[src/design/zsmm_pkg.sv]
// ----------------------------------------------------------------------------
// zsmm_pkg
// Shared constants, types and arithmetic helpers for the zero-skip Q16.16
// matrix multiply block.
// ----------------------------------------------------------------------------
package zsmm_pkg;

   localparam int MAX_DIM     = 16;
   localparam int DIM_CAP     = (MAX_DIM < 16) ? MAX_DIM : 16;
   localparam int IDX_W       = $clog2(DIM_CAP);
   localparam int CNT_W       = $clog2(DIM_CAP + 1);
   localparam int CFG_W       = 5;
   localparam int DATA_W      = 32;
   localparam int PADDR_W     = 4;
   localparam int QUEUE_DEPTH = 4;
   localparam int QPTR_W      = $clog2(QUEUE_DEPTH);
   localparam int RESET_DIM   = 16;

   localparam logic [1:0] ACT_LOAD_A  = 2'd0;
   localparam logic [1:0] ACT_LOAD_B  = 2'd1;
   localparam logic [1:0] ACT_COMPUTE = 2'd2;

   localparam logic [1:0] REG_A_ROWS = 2'd0;
   localparam logic [1:0] REG_INNER  = 2'd1;
   localparam logic [1:0] REG_B_COLS = 2'd2;

   typedef enum logic [1:0] {
      OP_LOAD_A,
      OP_LOAD_B,
      OP_COMPUTE
   } op_type;

   typedef struct packed {
      logic [CNT_W-1:0] rows;
      logic [CNT_W-1:0] inner;
      logic [CNT_W-1:0] cols;
   } dims_type;

   typedef struct packed {
      op_type             op;
      logic [IDX_W-1:0]   row;
      logic [IDX_W-1:0]   col;
      logic signed [31:0] value;
   } job_type;

   function automatic logic [CNT_W-1:0] eff_dim(input logic [CFG_W-1:0] r);
      logic [CNT_W-1:0] d;
      if (r == '0) begin
         d = CNT_W'(1);
      end else if (int'(r) > DIM_CAP) begin
         d = CNT_W'(DIM_CAP);
      end else begin
         d = CNT_W'(r);
      end
      return d;
   endfunction

   // saturate a 49-bit signed value to the signed 32-bit range
   function automatic logic signed [31:0] sat32(input logic signed [48:0] v);
      logic signed [31:0] s;
      if ((&v[48:31]) || !(|v[48:31])) begin
         s = v[31:0];
      end else if (v[48]) begin
         s = 32'sh8000_0000;
      end else begin
         s = 32'sh7FFF_FFFF;
      end
      return s;
   endfunction

endpackage

[src/design/zsmm_front.sv]
// ----------------------------------------------------------------------------
// zsmm_front
// Request intake: decodes the action, drops requests with no effect and
// forwards loads and computes as jobs.
// ----------------------------------------------------------------------------
module zsmm_front
   import zsmm_pkg::*;
(
   input  logic               req_valid,
   output logic               req_ready,
   input  logic [1:0]         req_action,
   input  logic [3:0]         req_row_index,
   input  logic [3:0]         req_col_index,
   input  logic signed [31:0] req_elem_value,
   input  dims_type           dims,
   input  logic               queue_full,
   output logic               push,
   output job_type            push_job
);

   logic row_in_cap;
   logic col_in_cap;
   logic row_in_rows;
   logic keep;

   assign row_in_cap  = int'(req_row_index) < DIM_CAP;
   assign col_in_cap  = int'(req_col_index) < DIM_CAP;
   assign row_in_rows = int'(req_row_index) < int'(dims.rows);

   always_comb begin
      keep           = 1'b0;
      push_job.op    = OP_LOAD_A;
      push_job.row   = req_row_index[IDX_W-1:0];
      push_job.col   = req_col_index[IDX_W-1:0];
      push_job.value = req_elem_value;
      unique case (req_action)
         ACT_LOAD_A: begin
            keep        = row_in_cap && col_in_cap;
            push_job.op = OP_LOAD_A;
         end
         ACT_LOAD_B: begin
            keep        = row_in_cap && col_in_cap;
            push_job.op = OP_LOAD_B;
         end
         ACT_COMPUTE: begin
            keep        = row_in_rows;
            push_job.op = OP_COMPUTE;
         end
         default: keep = 1'b0;
      endcase
   end

   assign req_ready = !queue_full;
   assign push      = req_valid && req_ready && keep;

endmodule

[config.mk]
export PLATFORM = sky130hd
export DESIGN_NAME = zsmm_front
export DESIGN_NICKNAME = d
export VERILOG_FILES = /design/src/design/zsmm_pkg.sv /design/src/design/zsmm_front.sv
export SDC_FILE = /design/constraint.sdc
export NUM_CORES = 1
export LEC_CHECK = 0
export BUFFER_PORTS_ARGS = -buffer_cell sky130_fd_sc_hd__buf_2
export CELL_PAD_IN_SITES_DETAIL_PLACEMENT = 1
export CELL_PAD_IN_SITES_GLOBAL_PLACEMENT = 2
export CORE_AREA = 2 2 68 70
export DETAILED_ROUTE_END_ITERATION = 10
export DIE_AREA = 0 0 70 72
export PLACE_DENSITY_LB_ADDON = 0.1
export SYNTH_ARGS = -nofsm -noshare
export SYNTH_HDL_FRONTEND = slang
export SYNTH_SLANG_ARGS = --single-unit
[constraint.sdc]
create_clock -name vclk -period 0.8
set_input_delay 0 -clock vclk [all_inputs]
set_output_delay 0 -clock vclk [all_outputs]
set_load 0.02 [all_outputs]
# Word-level counts from Yosys, hierarchy flattened
# Cells that the tools add are included.
# totals
inputBits	59
elab_cells	10
out_inout_bits	44
regBits	0
# classes
eq_ne	2
n_lt_le_gt_ge	1
n_reduce_logical	5
muxes	2
# ops
operator	count
$lt A4 B5 Y1	1
$pmux W2 S2	1
$eq A2 B1 Y1 const B	1
$eq A2 B2 Y1 const B	1
$logic_and A1 B1 Y1	2
$logic_not A2 Y1	1
$pmux W1 S2	1
$reduce_or A2 Y1	1
$logic_not A1 Y1	1

# Depth between registers and ports, before layout
# depth
depth_word	4
ltp_mapped	5
depth_no_buf	5

# Worst setup path before layout
# OpenSTA, ideal clock, no wires.
# synth_timing
kind	input to output
start	input dims[12] in the netlist's numbering
end	output push
t_required_ns	0.800
stages	5
setup_slack_ns	-0.091
n_path_buf	0
arrival_ns	0.891
cell_sequence	inv_1 -> ha_1 -> a21o_1 -> a31oi_1 -> o2111a_1
# synth_via
elab_chain_cells	3
# synth_lines
element	line_no	rtl
start: declaration	zsmm_front.sv:15	input dims_type dims,
$lt A4 B5 Y1	zsmm_front.sv:28	assign row_in_rows = int'(req_row_index) < int'(dims.rows);
$pmux W1 S2	zsmm_front.sv:36	unique case (req_action)
$logic_and A1 B1 Y1	zsmm_front.sv:54	assign push = req_valid && req_ready && keep;
end: declaration	zsmm_front.sv:17	output logic push,
# Every way passes these cells.

# Final worst setup path
# layout_timing
start	input req_row_index[2]
end	output push
# layout_via
elab_chain_cells	3
# layout_lines
element	line_no	rtl
start: declaration	zsmm_front.sv:12	input logic [3:0] req_row_index,
$lt A4 B5 Y1	zsmm_front.sv:28	
$pmux W1 S2	zsmm_front.sv:36	
$logic_and A1 B1 Y1	zsmm_front.sv:54	
# Every way passes these cells.

==> metrics <==
status=finished, violations left; violated checks=negative setup slack; hold path depth=0; relative slew slack=90.8%; vias per inst=2.47; ANT nets after route=0; WL/cell=8.87 um; number of clock buffers in the layout=0; Critical Path Start Type=primary input; Critical Path Fanout Max=2; most common cell after layout, fill and taps aside=buf_2; Yosys cell types=11; final net count=101; # rows=24; post-layout worst setup margin=-130 ps; Starting Density=9.77%; Tmin final=930 ps; Crit path arrival time=930 ps; synth warn=0; worst slack at placement=-221 ps; Seq. cell area=0 um2; Routed WL=789 um; WHS Endpoint=push_job[3]; critical path type=in2out; Top Usage Layer GRT=met1; Syn Inst Count=56; Chip Width=70 um; cell area after synthesis=417 um2; register area share after synthesis=0%; number of remaining DRC errors=0; peak supply drop=0.0000705 V; Data required, critical path=800 ps; worst hold slack=0.00776 ps; Top Ports=103; grt ovf=0; largest net degree at the start of global routing=5; largest cells by area after synthesis=buf_4, ha_1, inv_1; Mean Syn Cell Area=7.44 um2; Area growth, synth to finish=-21.3%; dpl cell area=300 um2; Vias=220; die area=5040 um2; HP Start=req_elem_value[3]; die extent in y=72 um; Pwr per Cell Area=461 nW/um2; initial antenna violation count=0; most frequent cells in the layout=buf_2, inv_1, nor2b_1, buf_6; Post-Syn Nets=118; Synth area leader=buf_4; I/O Buffers=21; post-route cell area=328 um2; Fmax achieved=1080 MHz; worst min-delay path class=in2out; num sequential=0; met2 Use GR=3.92%; CP endpoint kind=output pin; post-synth top area share=72.1%; DRT iter0 DRCs=2; share of cells above drive strength 1=67.6%; Pins Over Slew Limit=0; total track usage=3.00%; met3 GRT Util=1.53%; Final Hold Violating Endpoints=0; fillers=526; Tcrit/Tclk final=116%; 1st-pass router iterations=2; GR Util met1=4.34%; unrepaired setup endpoints after global routing=yes; measured slew at the worst slew-check pin=137 ps; Final HPWL DP=731 um; Ant. Diodes=0; Final setup viols=1; Lkg Pwr=0.162 nW; gp weighted congestion=0.585; area of the core=4260 um2; vias in the first global route=234; first-pass GRT wire length=1.25 mm; max capacitance violation total=0
==> timing repair <==
action,in CTS,in global routing
hold buffers,0,0
cloned,0,0
resized for setup,8,1
setup buffers,0,0
pin swaps,3,1
setup endpoints to repair,1,1
==> worst max-delay path, stage by stage <==
cell      delay (ps)
buf_8            100
ha_4             230
a21o_1           150
a31oi_1          140
o2111a_2         210
buf_6            110
==> cell families after synthesis <==
family | count (synthesis) | share of synthesized area, %
buffers and inverters | 44 | 75.7
and+or+nand+nor | 5 | 8.11
AOI/OAI and AO/OA | 4 | 7.21
adders and majority gates | 3 | 9.01
==> metrics by stage <==
stage | cells | setup TNS (ps) | util, % | total power, mW
2_1_floorplan | 56 | 0 | - | 0.347
4_1_cts | 89 | -167 | 7.60 | 0.155
3_5_place_dp | 89 | -221 | 7.04 | 0.141
6_report | 89 | -130 | 7.69 | 0.151
3_3_place_gp | 89 | -227 | 7.04 | 0.143
5_1_grt | 89 | -206 | 7.69 | 0.171
==> power breakdown <==
| part | switching, mW | internal, mW | total (mW) |
|---|---|---|---|
| clock | 0 | 0 | 0 |
| sequential | 0 | 0 | 0 |
| combinational | 0.0742 | 0.0769 | 0.151 |
==> routing by layer <==
metal / up-vias / wire length (um) / share of wire (%)
li1: 98 / - / -
met1: 91 / 354 / 45
met2: 27 / 281 / 36
met3: 4 / 144 / 18
met4: 0 / 8 / 1.0
met5: - / 0 / 0
==> how the worst max path moves through the flow <==
stage	startpoint	to	slack, ps
2_1_floorplan	dims[12]	push	8
3_3_place_gp	dims[12]	push	-230
3_5_place_dp	dims[12]	push	-220
4_1_cts	req_row_index[2]	push	-170
5_1_grt	req_row_index[2]	push	-210
6_report	req_row_index[2]	push	-130
==> cells in the mapped netlist <==
cell	number
a21o_1	1
a31oi_1	1
and2b_1	1
buf_4	40
ha_1	3
inv_1	4
nand2b_1	1
nand3b_1	1
nor2b_1	2
o2111a_1	1
o21ai_0	1
==> layout make-up <==
type | count | area (um2) | area share [%]
timing repair buffer | 21 | 128 | 38.9
multi-input combinational | 12 | 118 | 35.9
tap | 52 | 65.1 | 19.8
inverter | 4 | 17.5 | 5.34
No activity file was read; power rests on OpenSTA's default activity.
