<file path="config.mk">
export PLATFORM = sky130hd
export DESIGN_NAME = zsmm_csr
export DESIGN_NICKNAME = d
export VERILOG_FILES = /design/src/design/zsmm_pkg.sv /design/src/design/zsmm_csr.sv
export SDC_FILE = /design/constraint.sdc
export NUM_CORES = 1
export LEC_CHECK = 0
export BUFFER_PORTS_ARGS = -buffer_cell sky130_fd_sc_hd__buf_2
export CAP_MARGIN = 20
export CORE_AREA = 2 2 54 56
export CTS_CLUSTER_DIAMETER = 200
export CTS_CLUSTER_SIZE = 10
export DETAILED_ROUTE_END_ITERATION = 16
export DIE_AREA = 0 0 56 58
export PLACE_DENSITY = 0.83
export SETUP_SLACK_MARGIN = 0.3
export SKIP_CTS_REPAIR_TIMING = 1
export SLEW_MARGIN = 25
export SYNTH_ARGS = -nofsm -noshare
export SYNTH_HDL_FRONTEND = slang
export SYNTH_SLANG_ARGS = --single-unit
</file>
<file path="constraint.sdc">
create_clock -name clock -period 2.9 [get_ports clock]
set_clock_uncertainty 0.2 [all_clocks]
set_input_delay 0.29 -clock clock [delete_from_list [all_inputs] [get_ports clock]]
set_output_delay 0.29 -clock clock [all_outputs]
set_load 0.05 [all_outputs]
</file>
<file path="src/design/zsmm_pkg.sv">
// ----------------------------------------------------------------------------
// zsmm_pkg
// Shared constants, types and arithmetic helpers for the zero-skip Q16.16
// matrix multiply block.
// ----------------------------------------------------------------------------
package zsmm_pkg;

   localparam int MAX_DIM     = 16;
   localparam int DIM_CAP     = (MAX_DIM < 16) ? MAX_DIM : 16;
   localparam int IDX_W       = $clog2(DIM_CAP);
   localparam int CNT_W       = $clog2(DIM_CAP + 1);
   localparam int CFG_W       = 5;
   localparam int DATA_W      = 32;
   localparam int PADDR_W     = 4;
   localparam int QUEUE_DEPTH = 4;
   localparam int QPTR_W      = $clog2(QUEUE_DEPTH);
   localparam int RESET_DIM   = 16;

   localparam logic [1:0] ACT_LOAD_A  = 2'd0;
   localparam logic [1:0] ACT_LOAD_B  = 2'd1;
   localparam logic [1:0] ACT_COMPUTE = 2'd2;

   localparam logic [1:0] REG_A_ROWS = 2'd0;
   localparam logic [1:0] REG_INNER  = 2'd1;
   localparam logic [1:0] REG_B_COLS = 2'd2;

   typedef enum logic [1:0] {
      OP_LOAD_A,
      OP_LOAD_B,
      OP_COMPUTE
   } op_type;

   typedef struct packed {
      logic [CNT_W-1:0] rows;
      logic [CNT_W-1:0] inner;
      logic [CNT_W-1:0] cols;
   } dims_type;

   typedef struct packed {
      op_type             op;
      logic [IDX_W-1:0]   row;
      logic [IDX_W-1:0]   col;
      logic signed [31:0] value;
   } job_type;

   function automatic logic [CNT_W-1:0] eff_dim(input logic [CFG_W-1:0] r);
      logic [CNT_W-1:0] d;
      if (r == '0) begin
         d = CNT_W'(1);
      end else if (int'(r) > DIM_CAP) begin
         d = CNT_W'(DIM_CAP);
      end else begin
         d = CNT_W'(r);
      end
      return d;
   endfunction

   // saturate a 49-bit signed value to the signed 32-bit range
   function automatic logic signed [31:0] sat32(input logic signed [48:0] v);
      logic signed [31:0] s;
      if ((&v[48:31]) || !(|v[48:31])) begin
         s = v[31:0];
      end else if (v[48]) begin
         s = 32'sh8000_0000;
      end else begin
         s = 32'sh7FFF_FFFF;
      end
      return s;
   endfunction

endpackage

</file>
<file path="src/design/zsmm_csr.sv">
// ----------------------------------------------------------------------------
// zsmm_csr
// Dimension registers behind the APB-style port, with readback and the
// clamped sizes used by the datapath.
// ----------------------------------------------------------------------------
module zsmm_csr
   import zsmm_pkg::*;
(
   input  logic               clock,
   input  logic               reset,
   input  logic               csr_psel,
   input  logic               csr_penable,
   input  logic               csr_pwrite,
   input  logic [PADDR_W-1:0] csr_paddr,
   input  logic [DATA_W-1:0]  csr_pwdata,
   output logic [DATA_W-1:0]  csr_prdata,
   output logic               csr_pready,
   output dims_type           dims
);

   logic [CFG_W-1:0] a_rows_ff;
   logic [CFG_W-1:0] inner_ff;
   logic [CFG_W-1:0] b_cols_ff;
   logic             wr_en;
   logic [1:0]       reg_sel;

   assign csr_pready = 1'b1;
   assign wr_en      = csr_psel && csr_penable && csr_pwrite;
   assign reg_sel    = csr_paddr[3:2];

   always_ff @(posedge clock) begin
      if (reset) begin
         a_rows_ff <= CFG_W'(RESET_DIM);
         inner_ff  <= CFG_W'(RESET_DIM);
         b_cols_ff <= CFG_W'(RESET_DIM);
      end else if (wr_en) begin
         unique case (reg_sel)
            REG_A_ROWS: a_rows_ff <= csr_pwdata[CFG_W-1:0];
            REG_INNER:  inner_ff  <= csr_pwdata[CFG_W-1:0];
            REG_B_COLS: b_cols_ff <= csr_pwdata[CFG_W-1:0];
            default: ;
         endcase
      end
   end

   always_comb begin
      unique case (reg_sel)
         REG_A_ROWS: csr_prdata = DATA_W'(a_rows_ff);
         REG_INNER:  csr_prdata = DATA_W'(inner_ff);
         REG_B_COLS: csr_prdata = DATA_W'(b_cols_ff);
         default:    csr_prdata = '0;
      endcase
   end

   assign dims.rows  = eff_dim(a_rows_ff);
   assign dims.inner = eff_dim(inner_ff);
   assign dims.cols  = eff_dim(b_cols_ff);

endmodule

</file>
Yosys cells after proc, flatten, opt, wreduce, memory -nomap -nowiden
Index checks and enable logic that the tools add are counted.
Storage, ports and cells
  bits of input ports: 41
  register bits after elaboration: 15
  output and inout port bits: 48
Operators by class
  order comparisons: 3
  equal/unequal tests: 2
  multiplexer cells: 7
  reduce and logical (&&, ||, !) cells: 9
Operators by type and width (number)
  $mux 5: 6
  $gt 5x5->1 const B: 3
  $logic_not 5->1: 3
  $pmux 5 s3: 1
  $reduce_and 2->1: 3
  $eq 2x1->1 const B: 1
  $eq 2x2->1 const B: 1
  $logic_and 1x1->1: 2
  $logic_not 2->1: 1

Longest topological paths before layout
  word-level depth: 3
  depth in mapped cells: 4
  gate-level depth less buffers: 3

Least setup slack after synthesis
OpenSTA, ideal clock, no wires.
  path kind: in2out
  from: input port csr_paddr[3]
  to: output port csr_prdata[4]
  data arrival time: 1.618 ns
  buffers on the path: 1
  path slack: 0.792 ns
  stages: 3
  cells stage by stage: buf_6 -> mux2i_1 -> o21ai_0
Between the ends
  word-level cells in the longest chain between the ends: 2
  elaborated cells on any way between the ends: 4
  classes of those cells: eq/ne (2); mux (1); reduce/logical (1)
RTL lines
  start, declared: RTL line zsmm_csr.sv:14  | input logic [PADDR_W-1:0] csr_paddr,
  $eq 2x2->1, or another cell as far along: RTL line zsmm_csr.sv:47  | unique case (reg_sel)
  $pmux 5 s3 *: RTL line zsmm_csr.sv:47
  end, declared: RTL line zsmm_csr.sv:16  | output logic [DATA_W-1:0] csr_prdata,
Every way passes the cells marked *; elsewhere a longest branch is shown, timed or not.

Worst setup path in the final report
  from: register b_cols_ff[2]
  to: output port csr_prdata[2]
Between the ends
  word-level cells in the longest chain between the ends: 1
RTL lines
  start, declared: RTL line zsmm_csr.sv:23  | logic [CFG_W-1:0] b_cols_ff;
  start signal, assigned: RTL line zsmm_csr.sv:35  | b_cols_ff <= CFG_W'(RESET_DIM);
  start signal, assigned: RTL line zsmm_csr.sv:40  | REG_B_COLS: b_cols_ff <= csr_pwdata[CFG_W-1:0];
  $pmux 5 s3: RTL line zsmm_csr.sv:47
No other way between the ends.

==> results.py <==
metrics = {
    "setup_path": {
        "reg2reg_depth": 2,
        "crit_family": "flip-flops",
        "start_kind": "register",
        "cp.depth": 3,
        "required_ps": 2410,
        "cp.arrival_ps": 1300,
        "endpoint": "csr_prdata[2]",
        "critPathMaxStageDelay_ps": 390,
        "end_kind": "primary output",
        "cp_cell_sequence": "mux2i_1, o21ai_0, buf_2",
        "rr_endpoint": "a_rows_ff[4]",
        "r2r_setup_slack_ps": 1980,
        "crit_slowest_cell": "dfxtp_1",
        "path_class": "reg2out",
        "crit_path_start": "b_cols_ff[2]",
        "crit_fanout": 4,
        "rr_startpoint": "a_rows_ff[4]",
        "path_buf_inv": 1,
    },
    "floorplanning": {
        "die_y_um": 58,
        "core_area_mm2": 0.00266,
        "pin_count": 89,
        "initial_utilization_pct": 39.9,
        "die_area_mm2": 0.00325,
        "fp.dieW_um": 56,
        "rows": 19,
    },
    "placement": {
        "portBuffers": 31,
        "place_inst": 178,
        "gp_congestion": 0.728,
        "pre_cts_ws_ps": 1270,
        "dp_hpwl_um": 1610,
    },
    "sta": {
        "fmax_mhz": 559,
        "maxSlewViolCount": 0,
        "finalHoldViolations": 0,
        "finalSetupViolations": 0,
        "fin_ws_ps": 1110,
        "rsz0062_at_grt": "no",
        "worstMarginPinSlew_ps": 529,
        "relSlewSlack_pct": 64.6,
        "tns_ps": 0,
        "min_period_over_period_pct": 61.7,
        "period_needed_ps": 1790,
    },
    "cts": {
        "root_buffer": "clkbuf_4",
        "clk-insertion-delay-late_ps": 290,
        "clock-sinks": 15,
        "cts-htree-levels": 1,
        "clock_path_buffers": 2,
        "cts_tree": "done",
        "clkTransAtPathRegs_ps": 90,
        "cts-buffers-inserted": 3,
    },
    "synth": {
        "netlist_instances": 125,
        "ys_seq_elements": 15,
        "synth_area_per_cell_um2": 8.50,
        "yosysUniqueCellTypes": 17,
        "synth_area_mm2": 0.00106,
        "synth-seq-area-share_pct": 28.3,
        "ys_warn_count": 0,
    },
    "grt": {
        "grt_antenna_before_repair": 0,
        "grt_pass1_wl_um": 3190,
        "overflow": 0,
        "track_usage_pct": 12.4,
        "grt_pass1_vias": 693,
        "grt_max_degree": 21,
    },
    "finish": {
        "post-route-util_pct": 42.4,
        "fin_nets": 193,
        "final_cells": 182,
        "syn2layout_area_growth_pct": 6.24,
        "drive_gt1_share_pct": 24.5,
        "insertedDiodeCount": 0,
    },
    "detailed_routing": {
        "wl_per_cell_um": 11.1,
        "drt-total-wl_um": 2020,
        "drc": 0,
        "vias": 835,
        "drtIter0Drc": 24,
        "viasPerCell": 4.59,
        "drt_first_pass_iters": 4,
        "antenna_left": 0,
    },
    "power": {
        "power_density_mw_per_mm2": 412,
        "p_leak_nw": 0.593,
        "power_mw": 0.465,
        "vdd_drop_max_mv": 0.195,
    },
    "run": {
        "drv_cap": 0,
    },
    "hold_path": {
        "holdCritPathClass": "in2reg",
        "hold_depth": 3,
    },
    "outcome": {
        "outcome": "complete, no violations",
    },
}
==> metal layers <==
metal	GRT usage (%)	up-vias	share of wire (%)
li1	-	400	-
met1	16.0	390	43
met2	20.5	42	47
met3	2.46	3	8.2
met4	5.10	0	1.4
met5	0	-	0
==> how the worst min path moves through the flow <==
stage	startpoint	endpoint	slack, ps
floorplan	b_cols_ff[0]	b_cols_ff[0]	260
global placement	b_cols_ff[0]	b_cols_ff[0]	280
detailed placement	b_cols_ff[0]	b_cols_ff[0]	300
CTS	csr_pwdata[4]	a_rows_ff[4]	80
global route	csr_pwdata[4]	inner_ff[4]	100
finish	csr_pwdata[4]	inner_ff[4]	80
==> report_power, final <==
| group | internal [mW] | leakage [nW] | switching (mW) |
|---|---|---|---|
| Sequential | 0.209 | 0.121 | 0.00317 |
| Combinational | 0.0193 | 0.456 | 0.108 |
| Clock | 0.0536 | 0.0150 | 0.0722 |
| Total | 0.281 | 0.593 | 0.184 |
==> Yosys cell counts <==
cell,count,share of area (%)
nand2b_1,16,9.4
or3_1,1,0.59
buf_4,28,20
nand4_2,1,1.2
nor3_1,3,1.4
clkbuf_1,5,1.8
o21ai_0,5,2.4
mux2i_1,20,19
nor2b_1,9,5.3
dfxtp_1,15,28
conb_1,2,0.71
nand3_1,1,0.47
nor2_1,10,3.5
nor3b_2,1,1.2
nor2b_4,1,1.3
buf_6,2,2.1
nand2_1,5,1.8
==> sequential cells by signal, indices dropped and copies added, names as in the netlist <==
signal and flops:
inner_ff 5, a_rows_ff 5, b_cols_ff 5
==> kinds of logic after synthesis <==
logic type	share of synthesized area, %
mux	18.8
compound gates	2.36
other cells	0.707
simple gates	26.1
buf+inv	23.7
flops	28.3
==> placed cells by master (no fill, tap or decap) <==
master and n:
buf_2 31, conb_1 28, mux2i_1 20, nand2b_1 16, dfxtp_1 15, nor2_1 10
nor2b_1 9, nand2_1 5, o21ai_0 5, nor3_1 3, clkbuf_4 3, nor2b_4 1
nand4_2 1, nand3_1 1, nor3b_2 1, or3_1 1, clkbuf_1 1
==> cell type report <==
cell class / count / area (um2)
fillers: 288 / 1530
well taps: 31 / 38.8
repair buffers: 31 / 155
flip-flops and latches: 15 / 300
clock buffers: 4 / 26.3
multi-input cells: 101 / 608
==> tightest hold or removal path, stage by stage <==
cell	delay, ps
buf_2	80
nor2_1	60
mux2i_1	110
==> through the flow <==
stage	instance area (um2)	hold slack, ps
after detailed placement	1100	298
after CTS	1130	83.2
final	1130	77.9
after global routing	1130	95.9
after floorplan	1160	262
after global placement	1100	280
Power figures use the tool's default switching activity.
