$ cat src/design/zsmm_pkg.sv
// ----------------------------------------------------------------------------
// zsmm_pkg
// Shared constants, types and arithmetic helpers for the zero-skip Q16.16
// matrix multiply block.
// ----------------------------------------------------------------------------
package zsmm_pkg;

   localparam int MAX_DIM     = 16;
   localparam int DIM_CAP     = (MAX_DIM < 16) ? MAX_DIM : 16;
   localparam int IDX_W       = $clog2(DIM_CAP);
   localparam int CNT_W       = $clog2(DIM_CAP + 1);
   localparam int CFG_W       = 5;
   localparam int DATA_W      = 32;
   localparam int PADDR_W     = 4;
   localparam int QUEUE_DEPTH = 4;
   localparam int QPTR_W      = $clog2(QUEUE_DEPTH);
   localparam int RESET_DIM   = 16;

   localparam logic [1:0] ACT_LOAD_A  = 2'd0;
   localparam logic [1:0] ACT_LOAD_B  = 2'd1;
   localparam logic [1:0] ACT_COMPUTE = 2'd2;

   localparam logic [1:0] REG_A_ROWS = 2'd0;
   localparam logic [1:0] REG_INNER  = 2'd1;
   localparam logic [1:0] REG_B_COLS = 2'd2;

   typedef enum logic [1:0] {
      OP_LOAD_A,
      OP_LOAD_B,
      OP_COMPUTE
   } op_type;

   typedef struct packed {
      logic [CNT_W-1:0] rows;
      logic [CNT_W-1:0] inner;
      logic [CNT_W-1:0] cols;
   } dims_type;

   typedef struct packed {
      op_type             op;
      logic [IDX_W-1:0]   row;
      logic [IDX_W-1:0]   col;
      logic signed [31:0] value;
   } job_type;

   function automatic logic [CNT_W-1:0] eff_dim(input logic [CFG_W-1:0] r);
      logic [CNT_W-1:0] d;
      if (r == '0) begin
         d = CNT_W'(1);
      end else if (int'(r) > DIM_CAP) begin
         d = CNT_W'(DIM_CAP);
      end else begin
         d = CNT_W'(r);
      end
      return d;
   endfunction

   // saturate a 49-bit signed value to the signed 32-bit range
   function automatic logic signed [31:0] sat32(input logic signed [48:0] v);
      logic signed [31:0] s;
      if ((&v[48:31]) || !(|v[48:31])) begin
         s = v[31:0];
      end else if (v[48]) begin
         s = 32'sh8000_0000;
      end else begin
         s = 32'sh7FFF_FFFF;
      end
      return s;
   endfunction

endpackage

$ cat src/design/zsmm_queue.sv
// ----------------------------------------------------------------------------
// zsmm_queue
// Short job queue between intake and the compute engine.
// ----------------------------------------------------------------------------
module zsmm_queue
   import zsmm_pkg::*;
(
   input  logic    clock,
   input  logic    reset,
   input  logic    push,
   input  job_type push_job,
   output logic    full,
   input  logic    pop,
   output job_type pop_job,
   output logic    empty
);

   job_type            slot_ff [QUEUE_DEPTH];
   logic [QPTR_W-1:0]  wr_ptr_ff;
   logic [QPTR_W-1:0]  rd_ptr_ff;
   logic [QPTR_W:0]    count_ff;

   assign full    = (count_ff == (QPTR_W+1)'(QUEUE_DEPTH));
   assign empty   = (count_ff == '0);
   assign pop_job = slot_ff[rd_ptr_ff];

   always_ff @(posedge clock) begin
      if (push) begin
         slot_ff[wr_ptr_ff] <= push_job;
      end
   end

   always_ff @(posedge clock) begin
      if (reset) begin
         wr_ptr_ff <= '0;
         rd_ptr_ff <= '0;
         count_ff  <= '0;
      end else begin
         if (push) begin
            wr_ptr_ff <= wr_ptr_ff + QPTR_W'(1);
         end
         if (pop) begin
            rd_ptr_ff <= rd_ptr_ff + QPTR_W'(1);
         end
         if (push && !pop) begin
            count_ff <= count_ff + (QPTR_W+1)'(1);
         end else if (pop && !push) begin
            count_ff <= count_ff - (QPTR_W+1)'(1);
         end
      end
   end

endmodule

$ cat config.mk
export PLATFORM = sky130hd
export DESIGN_NAME = zsmm_queue
export DESIGN_NICKNAME = d
export VERILOG_FILES = /design/src/design/zsmm_pkg.sv /design/src/design/zsmm_queue.sv
export SDC_FILE = /design/constraint.sdc
export NUM_CORES = 1
export LEC_CHECK = 0
export BUFFER_PORTS_ARGS = -buffer_cell sky130_fd_sc_hd__buf_2
export CORE_ASPECT_RATIO = 0.5
export CORE_UTILIZATION = 55
export CTS_CLUSTER_DIAMETER = 30
export DETAILED_ROUTE_END_ITERATION = 8
export GPL_TIMING_DRIVEN = 0
export PLACE_DENSITY = 0.76
export SETUP_SLACK_MARGIN = 0.3
export SLEW_MARGIN = 20
export SYNTH_ARGS = -nofsm -noshare
export SYNTH_HDL_FRONTEND = slang
export SYNTH_SLANG_ARGS = --single-unit
$ cat constraint.sdc
create_clock -name clock -period 2.2 [get_ports clock]
set_input_delay 0.66 -clock clock [delete_from_list [all_inputs] [get_ports clock]]
set_output_delay 0.66 -clock clock [all_outputs]
set_load 0.03 [all_outputs]
# After elaboration in Yosys (flattened, before gate mapping)
# Memories as Yosys holds them, arrays and structs flattened. A register that Yosys moved wholly into a read port is not among the register bits.
# Index checks and enable logic that the tools add are counted.
dict set report totals {
  ff_bits 7
  ram_bits 168
  inputBits 46
  out_inout_bits 44
  mem_count 1
}
# memory depth width rd rd_ports_with_merged_regs wr line_no
set mem_list {}
lappend mem_list {slot_ff 4 42 1 1 1 zsmm_queue.sv:18} ;# job_type slot_ff [QUEUE_DEPTH];
dict set report op_classes {
  n_addsub 4
  eq_ne 1
  muxes 6
  reduce_logical 6
}
# operator n
set op_table {}
lappend op_table {{$mux W3} 2}
lappend op_table {{$add A2 B1 Y2 const B} 2}
lappend op_table {{$mux W2} 2}
lappend op_table {{$add A3 B1 Y3 const B} 1}
lappend op_table {{$eq A3 B3 Y1 const B} 1}
lappend op_table {{$logic_not A3 Y1} 1}
lappend op_table {{$sub A3 B1 Y3 const B} 1}
lappend op_table {{$logic_and A1 B1 Y1} 2}
lappend op_table {{$logic_not A1 Y1} 2}
lappend op_table {{$mux W1} 2}
lappend op_table {{$reduce_bool A2 Y1} 1}

# Depth between registers and ports, before layout
# Gate-level depths: netlist of the first run.
dict set report logic_depth {
  word_depth 4
  ltp_mapped 7
  ltp_nobuf 7
}

# Worst setup path after synthesis of the first run
# Ideal clock, no wire load.
dict set report synth_path {
  kind {input-to-reg}
  start {input port push}
  end {memory slot_ff[0][0] (netlist bit), enable pin}
  arrival_time_ns 1.676
  required_ns 1.797
  setup_slack_ns 0.120
  path_stages 1
  cell_sequence {and2_1}
}
dict set report synth_between {
  elab_chain_cells 2
}
# element line_no
set synth_lines {}
lappend synth_lines {{start: declaration} zsmm_queue.sv:10} ;# input logic push,
lappend synth_lines {{$mux W1} zsmm_queue.sv:28} ;# if (push) begin
lappend synth_lines {{$mux W1 (implied by the code)} zsmm_queue.sv:29} ;# slot_ff[wr_ptr_ff] <= push_job;
lappend synth_lines {{end: declaration} zsmm_queue.sv:18}
# Every way passes these cells.

==> impl_results.md, run 1 <==
* Clk sinks at 177
* # nets final at 430
* Crit share post-route at 110%
* Vias in the first global route at 3221
* Clk Latency, worst-skew pair at 0.42 ns
* Via density per instance at about 5.4
* Leading area contributor after synthesis: edfxtp_1
* Pre-CTS setup slack at -0.0396 ns
* Unrepaired setup endpoints after global routing: true
* Die ar. at between 10000 and 15000 sq um
* Max Cap Viol at 0
* R2R setup slack at 0.64 ns
* Post-DP HPWL at ~6.4 mm
* Final core occ at 72.4%
* Netlist cell types at 22
* Initial antenna violation count at 0
* Relative slew margins at between 50% and 60%
* Average cell area after synthesis at 24.8 sq um
* Total track usage at between 10% and 20%
* Via count at around 3000
* 1st-iter DRT viols at 177
* Pwr Density at 961 nW/um^2
* Syn. warnings at 0
* Fin. Hold Viols at 0
* Fraction of layout cells with a size suffix above 1 at between 40% and 50%
* First-pass GRT wire length at 16.9 mm
* Pleak at 2.80 nW
* Worst setup path endpoint: pop_job[0]
* Num CTS Buffers at 17
* Synthesis-stage register bit count at 177
* CTS tree: built
* Fmax at about 400 MHz
* Synth async-reset ratio at 0%
* Area growth, synth to finish at 24.9%
* CP Class: register to primary output
* Violated checks: negative setup slack
* Drc violations at 0
* Worst Max-Slew Pin Slew at roughly 0.66 ns
* Cells on worst reg2reg path at 3
* EDFF count, synth at 168
* Data required, critical path at 1.54 ns
* Clock slew at reported path FFs at ~0.060 ns
* Setup Viol. Count Final at 42
* Post-layout minimum cycle time at 2.43 ns
* H-tree depth at 4
* IO Count at 90
* Synth top area share at 77.1%
* Area contributors post-synth: edfxtp_1, mux4_2, dfxtp_1, buf_12, ha_1
* Seq/Total Area, Yosys at 79.9%
* Sequential cell area at 5230 sq um
* Clk_skew at 0.0103 ns
* Root buf cell: clkbuf_16
* Setup ws final at -0.229 ns
* Hold WS at 0.455 ns
* Final GP Congestion at 0.708
* Site Rows at 27
* Die Height at 79.1 um
* Post-synthesis cell area at 6540 sq um
* Layout fillers at roughly 700
* Hold Buf Count CTS at 0
* Drt pass-1 iters at 4
* CP max FO at 5
* Antenna-violating nets left at 0
* Largest net degree at the start of global routing at 43
* Die W at 156 um
* R2r startpoint: wr_ptr_ff[0]
* Starting density of the core at 58.0%
* Reg-to-Reg End: slot_ff[0][7]
* Ant diodes at 0
* Synthesized net count at 316
* Min-Delay Path Class: input pin to register
* Crit start category: register
* Worst setup EP type: primary output
* Synth Instances at around 260
* WL/cell at 20.2 um
* Finished Layout Cells at 549
* Core footprint at 11300 sq um
* Buffers on Ports at 88
* Remaining global-route overflow at 0
* Status: finished with violations
* Post-synth top flop: edfxtp_1
* Multi-input combinational cell area at 1190 sq um
* Worst Path Arrival at 1.77 ns
* Max VDD drop at 0.450 mV
* Final WL at 11.1 mm
* Slew Viols, Final at 0
* Clock buffer depth at 2
* DP Cell Count at 511
-- sequential cells by signal, summed over array words and instances, names as in the netlist, named ones only --
| name | count |
|---|---|
| count_ff | 3 |
| rd_ptr_ff | 2 |
| slot_ff | 168 |
| wr_ptr_ff | 2 |
-- metrics by stage --
stage	TNS (ns)	cell area (sq um)	total power, mW
after floorplan	0	6550	4.65
after global placement	0	7190	4.89
after detailed placement	-2.54	7190	4.94
after CTS	-8.41	8060	7.86
after global routing	-11.02	8170	8.11
final	-8.63	8170	7.85
-- repair_timing --
| action | in CTS | in global routing |
|---|---|---|
| resized for setup | 98 | 5 |
| setup endpoints to repair | 109 | 44 |
| gates cloned | 1 | 4 |
| buffers inserted | 2 | 0 |
-- power by group --
part           total, mW  switching (mW)  internal (mW)
clock network       2.75            1.21           1.54
logic               1.18           0.621          0.561
registers           3.92          0.0515           3.87
-- worst max-delay path: stages (launching register included) --
cell and delay, ns:
dfxtp_4 0.38, clkbuf_16 0.17, buf_12 0.12, mux4_2 0.52, buf_6 0.16
-- layer usage --
metal | up-vias | GRT usage, % | part of all wire (%)
li1 | 1331 | - | -
met1 | 1570 | 24.0 | 44
met4 | 0 | 6.76 | 0.91
met5 | - | 0 | 0
met3 | 8 | 6.06 | 4.0
met2 | 71 | 32.8 | 51
-- kinds of logic after synthesis --
family	synth area share, %
buffers and inverters	2.05
DFF	79.9
muxes	14.9
adders and majority gates	1.26
xor gates and xnor gates	0.669
and+or+nand+nor	1.13
AOI/OAI and AO/OA	0.153
-- cell usage in the layout (no fill, tap or decap), types with 3 or more instances in the layout --
cell        instances
mux4_2             42
buf_6              44
buf_12              5
edfxtp_1          168
nor2_1              7
dfxtp_1             8
ha_1                4
buf_2              44
inv_1               4
clkinv_2            3
buf_4               6
xor2_1              3
and2_4              4
clkbuf_16          21
clkinvlp_4          5
-- cell usage after synthesis, types with 2 or more instances --
library cell / n
buf_12: 4
xnor2_1: 2
mux4_1: 2
inv_1: 4
dfxtp_1: 9
ha_1: 5
edfxtp_1: 168
xor2_1: 3
mux2i_1: 2
and2_1: 4
clkbuf_1: 2
buf_2: 4
mux4_2: 40
nor2_1: 7
-- how the worst min path moves through the flow --
stage	start	end	slack, ns	cells past startpoint
after floorplan	count_ff[2]	count_ff[2]	0.47	2
after global placement	count_ff[2]	count_ff[2]	0.48	2
after detailed placement	count_ff[2]	count_ff[2]	0.51	2
after CTS	push_job[28]	slot_ff[1][28]	0.44	1
after global routing	push_job[10]	slot_ff[0][10]	0.44	1
final	push_job[23]	slot_ff[1][23]	0.46	1
-- cell type report --
cell class,count,share of cell area [%]
clock buffer,17,5.21
timing repair buffer,95,10.5
multi-input combinational,72,14.6
sequential,177,64.0
buffer,11,1.70
tap,159,2.43
clock inverter,14,1.42
inverter,4,0.184
(Power assumes the default switching activity.)
==> run 2, diff against run 1 <==
- CELL_PAD_IN_SITES_DETAIL_PLACEMENT: default -> 0
- CELL_PAD_IN_SITES_GLOBAL_PLACEMENT: default -> 1
- CORE_UTILIZATION: 55 -> 50
- PLACE_DENSITY: 0.76 -> 0.78
==> run 2 against run 1 <==
Effect of this change:
- sequential share of layout area rose by 0.097 points
- setup slack got worse by 0.031 ns
- clock-buffer cell count rose by 2
- worst hold slack improved by 0.0050 ns
- combinational power barely moved
- critical path depth rose by 1
- the flow still finishes with violations (negative setup slack)
- clock power barely moved
- utilization fell by 8.2 points
- register-to-register slack got worse by 0.03 ns
==> impl_results.md, run 2 (synthesized netlist as in run 1, its figures left out) <==
* Relative slew margins at a little under three fifths
* Die Height at 82.9 um
* H-tree depth at 4
* Root buf cell: clkbuf_16
* Slew Viols, Final at 0
* WL/cell at 19.2 um
* Drt pass-1 iters at 4
* Clk Latency, worst-skew pair at 0.41 ns
* Commonest cells after routing, fill and taps aside: edfxtp_1, buf_2, buf_6
* Total track usage at 17.6%
* Unrepaired setup endpoints after global routing: true
* Max Cap Viol at 0
* Hold path startpoint: push_job[2]
* Fin. Hold Viols at 0
* Antenna-violating nets left at 0
* Sequential cell area at roughly 5200 sq um
* First-pass GRT wire length at 17.4 mm
* Layout fillers at 839
* CTS tree: built
* Crit start category: register
* Cells on worst reg2reg path at 3
* Pre-CTS setup slack at -0.0359 ns
* Hold EP: slot_ff[2][2]
* Clk_skew at 0.0120 ns
* Clk sinks at 177
* Core footprint at 12700 sq um
* Post-DP HPWL at 6.42 mm
* Violated checks: negative setup slack
* Pwr Density at 963 nW/um^2
* Worst setup EP type: primary output
* CP Class: register to primary output
* R2r startpoint: wr_ptr_ff[0]
* Worst Path Arrival at 1.80 ns
* Area growth, synth to finish at 24.7%
* TNS Setup at -8.68 ns
* Remaining global-route overflow at 0
* Largest Register: slot_ff
* Multi-input combinational cell area at ~1200 sq um
* Max VDD drop at approximately 0.44 mV
* DP Cell Count at approximately 520
* Drc violations at 0
* Hold WS at 0.460 ns
* Max reg flops at 168
* IO Count at 90
* Die W at 164 um
* Hold Buf Count CTS at 0
* Crit share post-route at 112%
* Fmax at 407 MHz
* Ant diodes at 0
* Finished Layout Cells at 560
* Final GP Congestion at 0.668
* Via density per instance at roughly 5.3
* Largest net degree at the start of global routing at 43
* Setup ws final at -0.260 ns
* Reg-to-Reg End: slot_ff[0][20]
* Final WL at 10.7 mm
* Total Power at 7.85 mW
* R2R setup slack at 0.61 ns
* Initial antenna violation count at 0
* Starting density of the core at 51.5%
* # nets final at 430
* Clock slew at reported path FFs at 0.07 ns
* Post-layout minimum cycle time at around 2.5 ns
* Biggest regs: slot_ff (168), count_ff (3)
* Fraction of layout cells with a size suffix above 1 at a little under half
* Worst Max-Slew Pin Slew at 0.666 ns
* 1st-iter DRT viols at 181
* Min-Delay Path Class: input pin to register
* Vias in the first global route at roughly 3300
* Buffers on Ports at 88
* Data required, critical path at 1.54 ns
* Status: finished with violations
* Pleak at 2.80 nW
* Site Rows at 29
* CP max FO at 8
* Clock buffer depth at 2
* Hold path depth at 1
* Commonest non-fill, non-tap cell in the layout: edfxtp_1
* Die ar. at 13600 sq um
* Via count at 2970
* Num CTS Buffers at 17
* Setup Viol. Count Final at 42
run 2: cell count changes in the layout (fill, tap and decap cells not counted), sizes merged:
cell / before / now
clkinv: 6 / 5
buf: 100 / 104
clkbuf: 23 / 21
clkinvlp: 5 / 3
inv: 6 / 7
run 2: routing by layer:
metal	global-route usage [%]	wire, um
met5	0	0
met4	5.81	83
met3	4.75	379
met2	29.2	5740
met1	22.8	4540
run 2: worst max-delay path by stage:
stage          cells after the start        endpoint  slack [ns]     start
2_1_floorplan                      7     count_ff[2]        0.32       pop
3_5_place_dp                       2  slot_ff[0][19]       -0.04      push
5_1_grt                            5     pop_job[20]       -0.34  register
4_1_cts                            5     pop_job[40]       -0.28  register
6_report                           5     pop_job[40]       -0.26  register
3_3_place_gp                       2  slot_ff[1][19]        0.03      push
run 2: metrics by stage:
stage	area, sq um	utilization (%)
after global placement	7210	56.7
after floorplan	6550	-
after CTS	8150	64.2
after detailed placement	7210	56.7
final	8160	64.2
after global routing	8160	64.2
run 2: area by class of cell:
| class | instances | area share, % |
|---|---|---|
| clock buffers | 19 | 5.31 |
| flip-flops and latches | 177 | 64.1 |
| plain buffers | 11 | 1.70 |
| multi-input cells | 72 | 14.7 |
| inverters | 4 | 0.184 |
| well taps | 170 | 2.61 |
| clock inverters | 12 | 1.35 |
| repair buffers | 95 | 10.1 |
run 2: report_power, final:
part	total [mW]	internal, mW	switching (mW)
registers	3.92	3.87	0.0510
clock network	2.77	1.56	1.21
logic	1.17	0.553	0.615
run 2: what timing repair did:
action | 4_1_cts | 5_1_grt
pin swaps | 0 | 0
resized for setup | 104 | 2
hold endpoints to repair | 0 | 0
setup buffers | 4 | 1
gates cloned | 2 | 0
setup endpoints to repair | 211 | 43
run 2: critical path: stages, from the launching register on:
cell	delay [ns]
dfxtp_2	0.35
buf_12	0.15
buf_8	0.11
buf_16	0.11
mux4_2	0.50
buf_6	0.15
